$ cat src/design/hfsd_pkg.sv
// ----------------------------------------------------------------------------
// HTTP first segment detector package
// Method table, character codes and the per-segment state type.
// ----------------------------------------------------------------------------
package hfsd_pkg;

	localparam int METHOD_COUNT = 26;
	localparam int WORD_MAX     = 12;
	localparam int WORD_BITS    = WORD_MAX * 8;

	localparam logic [3:0] POS_MAX  = 4'd15;
	localparam logic [3:0] DEEP_MAX = 4'd9;

	localparam logic [7:0] CHAR_CR   = 8'h0D;
	localparam logic [7:0] CHAR_LF   = 8'h0A;
	localparam logic [7:0] CHAR_ZERO = 8'h30;
	localparam logic [7:0] CHAR_ONE  = 8'h31;

	// "HTTP/1." with the first character in the top byte.
	localparam logic [55:0] VERSION_HEAD = "HTTP/1.";

	// Server rule fires while the eighth byte of the segment is taken.
	localparam logic [3:0] SERVER_DIGIT_POS = 4'd7;

	// Words are right-justified: the last character sits in the low byte.
	localparam logic [WORD_BITS-1:0] METHOD_TEXT [METHOD_COUNT] = '{
		"DELETE ", "GET ", "HEAD ", "POST ", "PUT ",
		"CONNECT ", "OPTIONS ", "TRACE ",
		"COPY ", "LOCK ", "MKCOL ", "MOVE ", "PROPFIND ", "PROPPATCH ",
		"SEARCH ", "UNLOCK ",
		"REPORT ", "MKACTIVITY ", "CHECKOUT ", "MERGE ",
		"MSEARCH ", "NOTIFY ", "SUBSCRIBE ", "UNSUBSCRIBE ",
		"PATCH ", "PURGE "
	};

	localparam logic [3:0] METHOD_LEN [METHOD_COUNT] = '{
		4'd7, 4'd4, 4'd5, 4'd5, 4'd4,
		4'd8, 4'd8, 4'd6,
		4'd5, 4'd5, 4'd6, 4'd5, 4'd9, 4'd10,
		4'd7, 4'd7,
		4'd7, 4'd11, 4'd9, 4'd6,
		4'd8, 4'd7, 4'd10, 4'd12,
		4'd6, 4'd6
	};

	typedef struct packed {
		logic [3:0]              pos;
		logic [METHOD_COUNT-1:0] cand;
		logic [3:0]              plen;
		logic [3:0]              deep;
		logic                    found;
	} seg_state_t;

	localparam seg_state_t SEG_RESET = '{
		pos:   4'd0,
		cand:  {METHOD_COUNT{1'b1}},
		plen:  4'd0,
		deep:  4'd0,
		found: 1'b0
	};

	// Character p of method m; only called with p below the word length.
	function automatic logic [7:0] method_char(input logic [4:0] m, input logic [3:0] p);
		logic [3:0] idx;
		idx = METHOD_LEN[m] - 4'd1 - p;
		return METHOD_TEXT[m][idx*8 +: 8];
	endfunction

	function automatic logic is_digit01(input logic [7:0] c);
		return (c == CHAR_ZERO) || (c == CHAR_ONE);
	endfunction

endpackage

$ cat src/design/hfsd_match.sv
// ----------------------------------------------------------------------------
// HTTP first segment detector match logic
// Updates the segment state for one byte and forms the running verdict.
// ----------------------------------------------------------------------------
module hfsd_match import hfsd_pkg::*; (
	input  seg_state_t       seg,
	input  logic [8:0][7:0]  recent,
	input  logic [7:0]       data_byte,
	input  logic             from_server,
	input  logic             first_byte,
	input  logic             last_byte,
	output seg_state_t       seg_next,
	output logic             verdict
);

	seg_state_t cur;
	seg_state_t upd;
	logic       client_hit;
	logic       server_hit;

	always_comb begin
		cur = first_byte ? SEG_RESET : seg;
		upd = cur;

		// Lowest numbered method wins when the prefix completes; it is assigned last.
		if (cur.pos < POS_MAX) begin
			for (int m = METHOD_COUNT - 1; m >= 0; m--) begin
				if (cur.cand[5'(m)] && (cur.pos < METHOD_LEN[5'(m)])) begin
					if (method_char(5'(m), cur.pos) != data_byte) begin
						upd.cand[5'(m)] = 1'b0;
					end else if ((cur.pos + 4'd1 == METHOD_LEN[5'(m)]) &&
							(cur.plen == 4'd0)) begin
						upd.plen = METHOD_LEN[5'(m)];
					end
				end
			end
		end

		// LF now, CR before it, a 0 or 1 digit before that, and the version string in the seven bytes ahead of the digit.
		client_hit = !from_server && (upd.plen != 4'd0) && (data_byte == CHAR_LF) &&
			({1'b0, cur.pos} >= {1'b0, upd.plen} + 5'd1) && (cur.deep == DEEP_MAX) &&
			(recent[0] == CHAR_CR) && is_digit01(recent[1]) &&
			(recent[8:2] == VERSION_HEAD);

		server_hit = from_server && (cur.pos == SERVER_DIGIT_POS) && is_digit01(data_byte) &&
			(recent[6:0] == VERSION_HEAD);

		upd.found = cur.found | client_hit | server_hit;
		if (cur.deep < DEEP_MAX) begin
			upd.deep = cur.deep + 4'd1;
		end
		if (cur.pos < POS_MAX) begin
			upd.pos = cur.pos + 4'd1;
		end
	end

	assign verdict  = upd.found;
	assign seg_next = last_byte ? SEG_RESET : upd;

endmodule

$ cat src/design/hfsd_out_reg.sv
// ----------------------------------------------------------------------------
// HTTP first segment detector result register
// Holds one verdict word until the downstream side takes it.
// ----------------------------------------------------------------------------
module hfsd_out_reg (
	input  logic clk,
	input  logic arst_n,
	input  logic load_valid,
	output logic load_ready,
	input  logic load_bit,
	output logic result_valid,
	input  logic result_ready,
	output logic is_http
);

	logic valid_q;
	logic bit_q;

	assign load_ready = !valid_q || result_ready;

	always_ff @(posedge clk or negedge arst_n) begin
		if (!arst_n) begin
			valid_q <= 1'b0;
		end else if (load_ready) begin
			valid_q <= load_valid;
		end
	end

	always_ff @(posedge clk) begin
		if (load_ready && load_valid) begin
			bit_q <= load_bit;
		end
	end

	assign result_valid = valid_q;
	assign is_http      = bit_q;

endmodule

$ cat src/design/http_first_segment_detector.sv
// ----------------------------------------------------------------------------
// HTTP first segment detector
// Byte-serial check of a stream segment for an HTTP request or status line.
// ----------------------------------------------------------------------------
// One byte word is taken per cycle, back to back. Each byte is registered,
// matched against all method words and the version patterns by combinational
// parallel compares, and the segment state is updated as it leaves the
// input register. A word with last_byte set yields one is_http word, loaded
// into the result register as it leaves the input register; other bytes
// yield nothing. The input side stalls only when a last byte is held while
// the result register is still full.
module http_first_segment_detector import hfsd_pkg::*; (
	input  logic       clk,
	input  logic       arst_n,
	input  logic       data_valid,
	output logic       data_ready,
	input  logic [7:0] data_byte,
	input  logic       from_server,
	input  logic       first_byte,
	input  logic       last_byte,
	output logic       result_valid,
	input  logic       result_ready,
	output logic       is_http
);

	logic       valid_s1;
	logic [7:0] data_s1;
	logic       server_s1;
	logic       first_s1;
	logic       last_s1;

	seg_state_t      seg_q;
	seg_state_t      seg_next;
	logic [8:0][7:0] recent_q;
	logic            verdict;
	logic            load_ready;
	logic            advance_s1;

	// Non-final bytes never wait on the result side.
	assign advance_s1 = valid_s1 && (!last_s1 || load_ready);
	assign data_ready = !valid_s1 || advance_s1;

	always_ff @(posedge clk or negedge arst_n) begin
		if (!arst_n) begin
			valid_s1 <= 1'b0;
		end else if (data_ready) begin
			valid_s1 <= data_valid;
		end
	end

	always_ff @(posedge clk) begin
		if (data_valid && data_ready) begin
			data_s1   <= data_byte;
			server_s1 <= from_server;
			first_s1  <= first_byte;
			last_s1   <= last_byte;
		end
	end

	always_ff @(posedge clk or negedge arst_n) begin
		if (!arst_n) begin
			seg_q <= SEG_RESET;
		end else if (advance_s1) begin
			seg_q <= seg_next;
		end
	end

	// History bytes are only used once the segment byte counts (deep, pos) say they are valid.
	always_ff @(posedge clk) begin
		if (advance_s1) begin
			recent_q <= {recent_q[7:0], data_s1};
		end
	end

	hfsd_match u_match (
		.seg         (seg_q),
		.recent      (recent_q),
		.data_byte   (data_s1),
		.from_server (server_s1),
		.first_byte  (first_s1),
		.last_byte   (last_s1),
		.seg_next    (seg_next),
		.verdict     (verdict)
	);

	hfsd_out_reg u_out_reg (
		.clk          (clk),
		.arst_n       (arst_n),
		.load_valid   (valid_s1 && last_s1),
		.load_ready   (load_ready),
		.load_bit     (verdict),
		.result_valid (result_valid),
		.result_ready (result_ready),
		.is_http      (is_http)
	);

endmodule

$ cat config.mk
export PLATFORM = sky130hd
export DESIGN_NAME = http_first_segment_detector
export DESIGN_NICKNAME = d
export VERILOG_FILES = /design/src/design/hfsd_pkg.sv /design/src/design/hfsd_match.sv /design/src/design/hfsd_out_reg.sv /design/src/design/http_first_segment_detector.sv
export SDC_FILE = /design/constraint.sdc
export NUM_CORES = 1
export LEC_CHECK = 0
export BUFFER_PORTS_ARGS = -buffer_cell sky130_fd_sc_hd__buf_2
export CAP_MARGIN = 0
export CORE_ASPECT_RATIO = 0.7
export CORE_MARGIN = 5
export CORE_UTILIZATION = 45
export CTS_CLUSTER_SIZE = 28
export DETAILED_ROUTE_END_ITERATION = 6
export GPL_TIMING_DRIVEN = 0
export SLEW_MARGIN = 20
export SYNTH_ARGS = -nofsm -noshare
export SYNTH_HDL_FRONTEND = slang
export SYNTH_SLANG_ARGS = --single-unit
$ cat constraint.sdc
create_clock -name clk -period 7.9 [get_ports clk]
set_input_delay 0.79 -clock clk [delete_from_list [all_inputs] [get_ports clk]]
set_output_delay 0.79 -clock clk [all_outputs]
set_load 0.03 [all_outputs]
== Word level (Yosys, flattened, before mapping) ==
Index checks and enable logic that the tools add are counted.
Word-level totals
  register bits: 115
  input bits: 15
  word-level logic and storage cells: 229
Cells by class
  add/subtract/negate cells: 10
  magnitude comparators: 10
  eq/ne operators: 33
  shifts and indexed selects: 16
  muxes and demuxes: 89
  bitwise operators: 2
  reductions and logical operators: 48
Operators by type and width (count)
  variable part select 96 x 8 -> 8 bit, first input constant: 16
  2-to-1 mux 4 bit: 54
  != test 8 bit: 16
  == test 56 x 55 -> 1 bit, second input constant: 2
  2-to-1 mux 39 bit: 2
  logical AND 1 bit: 37
  == test 8 x 6 -> 1 bit, second input constant: 4
  2-to-1 mux 1 bit: 31
  == test 4 x 3 -> 1 bit, second input constant: 5
  less-than comparator 4 bit, second input constant: 5
  2-to-1 mux 20 bit: 1
  == test 4 bit, second input constant: 4
  == test 8 x 4 -> 1 bit, second input constant: 2
  less-than comparator 4 x 3 -> 1 bit, second input constant: 4
  subtractor 3 x 4 -> 4 bit, first input constant: 4
  adder 4 x 1 -> 4 bit, second input constant: 2
  subtractor 4 bit, first input constant: 2
  adder 4 x 1 -> 5 bit, second input constant: 1
  >= comparator 4 x 5 -> 1 bit: 1
  logical OR 1 bit: 5
  2-to-1 mux 5 bit: 1
  zero test 1 bit: 4
  zero test 4 bit: 1
  nonzero test 4 bit: 1
  other kinds (2): 3

== Logic depth before layout (Yosys ltp) ==
  word-level depth: 68
  mapped depth: 28
  depth with buffers taken out: 24

== Cells and area by module ==
A second synthesis with hierarchy kept.
Second synthesis, totals
  cells, all modules: 911
  area total of the unflattened synthesis: 8846.0 um^2
By module, submodules not included
  hfsd_match: instances 1, cells each 733, area each 4703.3 um^2, sequential area each 0.0 um^2
  http_first_segment_detector: instances 1, cells each 173, area each 4058.9 um^2, sequential area each 3525.9 um^2
  hfsd_out_reg: instances 1, cells each 5, area each 83.8 um^2, sequential area each 55.1 um^2

== Worst setup path before layout ==
No wires, ideal clock.
  path type: register to register
  from: register first_s1
  to: register seg_q[0] (netlist name)
  library setup time: 121 ps
  arrival time: 5359 ps
  required time: 7779 ps
  slack: 2420 ps
  stages on the path, launching flop included: 28
  period minus slack after synthesis: 5480 ps
  cell sequence: edfxtp_1 nor2b_1 clkbuf_1 inv_1 ha_1 clkbuf_1 inv_1 ha_1 clkbuf_1 nor3b_2 xnor2_1 nand3_1 nand2_1 o211ai_1 or3b_2 and2_1 a31o_1 a21bo_2 inv_1 ha_1 inv_1 ha_1 a21o_1 a21o_1 a21oi_1 nor2_1 a31o_2 a22o_1
On the way
  longest elaborated chain between the ends: 68
Ends and longest elaborated chain
  start: declaration: line http_first_segment_detector.sv:29  | logic first_s1;
  start signal: assignment: line http_first_segment_detector.sv:55  | first_s1 <= first_byte;
  2-to-1 mux 39 bit *: line hfsd_match.sv:22  | cur = first_byte ? SEG_RESET : seg;
  branches (longest 65 deep; another with subtractor 3 x 4 -> 4 bit)
  bitwise OR 1 bit *: line hfsd_match.sv:48  | upd.found = cur.found | client_hit | server_hit;
  via u_match.verdict: line hfsd_match.sv:13  | output logic verdict
  2-to-1 mux 39 bit *: line hfsd_match.sv:58  | assign seg_next = last_byte ? SEG_RESET : upd;
  end signal: assignment: line http_first_segment_detector.sv:64  | seg_q <= seg_next;
  end: declaration: line http_first_segment_detector.sv:32  | seg_state_t seg_q;
Mark *: on every way through the listed nets, which the timed path passes. The select of a mux whose other input is x is not followed.
A chain may end at the register's enable or synchronous reset.

== Final worst setup path ==
Ends and elaborated chain as after synthesis.

==> results.md <==
* FF/Latch Area at between 0.003 and 0.004 mm²
* Post-Route WL at just over 30000 µm
* Port Buffer Count at 17
* Hold WC Path Type: reg -> reg
* Clock H-tree levels at 4
* Mapped Area at 0.008167 mm²
* DRT Pass-1 Iters at 5
* Clock Sinks at ~120
* Area contributors post-synth: edfxtp_1, ha_1, dfstp_2
* Hold Crit Start: recent_q[55]
* TritonCTS clock tree: built
* Final instance area at between 0.009 and 0.01 mm²
* Clock slew seen by the registers of the worst setup and hold paths at around 70 ps
* Clk Latency, worst-skew pair at ~420 ps
* Avg Vias per Cell at between 6 and 7
* Worst r2r src: first_s1
* Period minus WS final at 7611 ps
* Seq/Total Area, Yosys at between 40% and 50%
* Post-synth top area cell: edfxtp_1
* RePlAce Congestion at ~1
* Setup violations, final at 0
* Busiest grt layer: met1
* Nature of the critical path endpoint: register
* # rows at 41
* Setup TNS at 0 ps
* Most common cell in the netlist: edfxtp_1
* Met3 usage at 11.01%
* Clk root buf: clkbuf_16
* Core area at ~0.018 mm²
* Largest buffer count on any clock path at 2
* Worst-margin pin slew at roughly 1300 ps
* Crit path required time at around 8200 ps
* P per Cell Area at ~210 mW/mm²
* RSZ-0062 raised after global routing: false
* Share of the synthesized area in the top cell type at about 30%
* Worst EP arrival at 7910 ps
* Antenna violations before repair at 0
* Main synth FF type: edfxtp_1
* Crit path kind: reg -> reg
* Crit path from: first_s1
* Clk_skew at 19.26 ps
* Max_cap viols at 0
* CP startpoint kind: register
* Drt drc at 0
* Fin crit share at a little over nine tenths
* Seq cells post-synth at between 100 and 150
* Post-route ant nets at 0
* Inserted Clock Buffers at 17
* Hpwl dp at between 20000 and 25000 µm
* Vias in the first global route at between 7000 and 8000
* FMAX at roughly 130 MHz
* Fill count at 1659
* Grt met1 use at 44.28%
* Ports at 18
* Mean Syn Cell Area at ~9.4 µm²
* Cell variety after synth at 91
* Top post-synthesis cells by count: edfxtp_1, nand2_1, nor2_1, a21oi_1, o21ai_0
* Slew HR at between 10% and 20%
* Placed cells at ~1100
* Final Hold Fails at 0
* Slew Limit Fails at 0
* Max IR drop VDD at about 0.00012 V
* Nets at around 960
* Die Area at 0.02099 mm²
* Pleak at around 3.3 nW
* Global-route wire length before repair at around 45000 µm
* Gate Count Post-Synth at about 870
* GR Util All Layers at between 20% and 30%
* Setup Fix Bufs, Post-CTS at 0
* Area growth syn-to-layout at 12.03%
* Max FO, Critical Path at 13
* Worst Hold Slack at 439.2 ps
* Die W at 171.0 µm
* Yosys warns at 0
* Ratio of cells with drive above 1 in the final layout at between 10% and 20%
* Finished Layout Cells at around 1200
* Antenna cell count at 0
* CTS Hold Buffers Added at 0
* CTS resizes at 0
* GR Util met2 at 37.24%
* Vias at between 7000 and 8000
* Area occupied by multi-input gates at 0.004483 mm²
* Die Span Y at ~120 µm
* Routed WL per cell at 26.17 µm
* GRT Residual Overflow at 0
* Run status: finished, final reports clean
* Initial Utilization at a little under half
* Async set-reset flop share out of synthesis at a little over a quarter
* Number of synthesized flops with an enable pin at 84
* Syn_nets at 918
* DP Area at 0.008578 mm²
* Largest net degree at the start of global routing at 59
* Starting DRT DRC Count at between 1000 and 1500
==> power by group <==
group          internal, mW  total [mW]  switching, mW
clock                 0.441       0.757          0.316
combinational         0.135       0.396          0.261
sequential            0.719       0.762         0.0433
==> cells in the final DEF, fill, tap and decap left out, drive strengths merged, types with 35 or more instances in the layout <==
cell,Yosys,final
ha,35,35
nor2,60,60
o21ai,49,49
edfxtp,84,84
buf,20,38
a21oi,53,53
nand3,36,36
clkbuf,33,50
inv,29,38
nand2,70,70
==> critical path, cell delays in order, from the launching register on <==
cell and delay (ps):
edfxtp_1 530, nor2b_1 150, clkbuf_1 890, inv_1 490, ha_1 430, clkbuf_1 330
inv_1 290, ha_1 290, clkbuf_1 260, nor3b_2 560, xnor2_1 180, nand3_1 90
nand2_1 80, o211ai_1 130, or3b_2 590, and2_1 200, a31o_1 200, a21bo_2 230
inv_1 70, ha_1 210, inv_1 60, ha_1 220, a21o_1 160, a21o_1 170
a21oi_1 180, nor2_1 70, a31o_2 250, a22o_1 190
==> path summary, 6_finish.rpt <==
path	end	slack, ps	depth (start not counted)
min in group asynchronous	seg_q[36]	470	1
max in group asynchronous	seg_q[0]	6880	1
worst max register to register	seg_q[0]	290	27
worst min register to register	recent_q[63]	440	0
worst max-delay path	seg_q[0]	290	27
worst min-delay path	recent_q[63]	440	0
==> layer usage <==
metal	share of wire, %	up-vias
met5	0	-
li1	-	3398
met4	2.4	0
met2	38	609
met1	45	3687
met3	15	72
==> cell families (layout without fill, tap and decap cells) <==
family	after synthesis	in the layout	synth area share, %
flip-flops	115	115	40.63
XOR/XNOR	38	38	4.259
buffers and inverters	85	135	4.489
AND/OR/NAND/NOR	340	340	23.00
adder cells (fa/ha/maj)	35	35	5.362
multiplexers	13	13	1.655
AO/OA/AOI/OAI	242	242	20.61
==> per-stage QoR <==
stage / total power [mW] / util [%] / setup WS [ps]
6_report: 1.915 / 51.10 / 289.2
5_1_grt: 1.986 / 51.10 / 164.6
4_1_cts: 1.907 / 51.10 / 618.8
3_5_place_dp: 1.146 / 47.91 / 663.7
3_3_place_gp: 1.144 / 47.74 / 463.6
2_1_floorplan: 1.017 / - / 2420
==> flip-flops by register name (all words and copies together), names as in the netlist <==
| signal | cells |
|---|---|
| data_s1 | 8 |
| recent_q | 72 |
| first_s1 | 1 |
| u_out_reg.result_valid | 1 |
| valid_s1 | 1 |
| seg_q | 29 |
| last_s1 | 1 |
| server_s1 | 1 |
| u_out_reg.is_http | 1 |
==> cell type report <==
cell class	count	share of cell area, %
plain buffers	53	2.640
clock buffers	17	4.650
clock inverters	15	1.586
inverters	32	1.395
multi-input cells	668	49.00
flip-flops and latches	115	36.27
well taps	236	3.228
repair buffers	18	1.231
No activity file was read; power rests on OpenSTA's default activity.
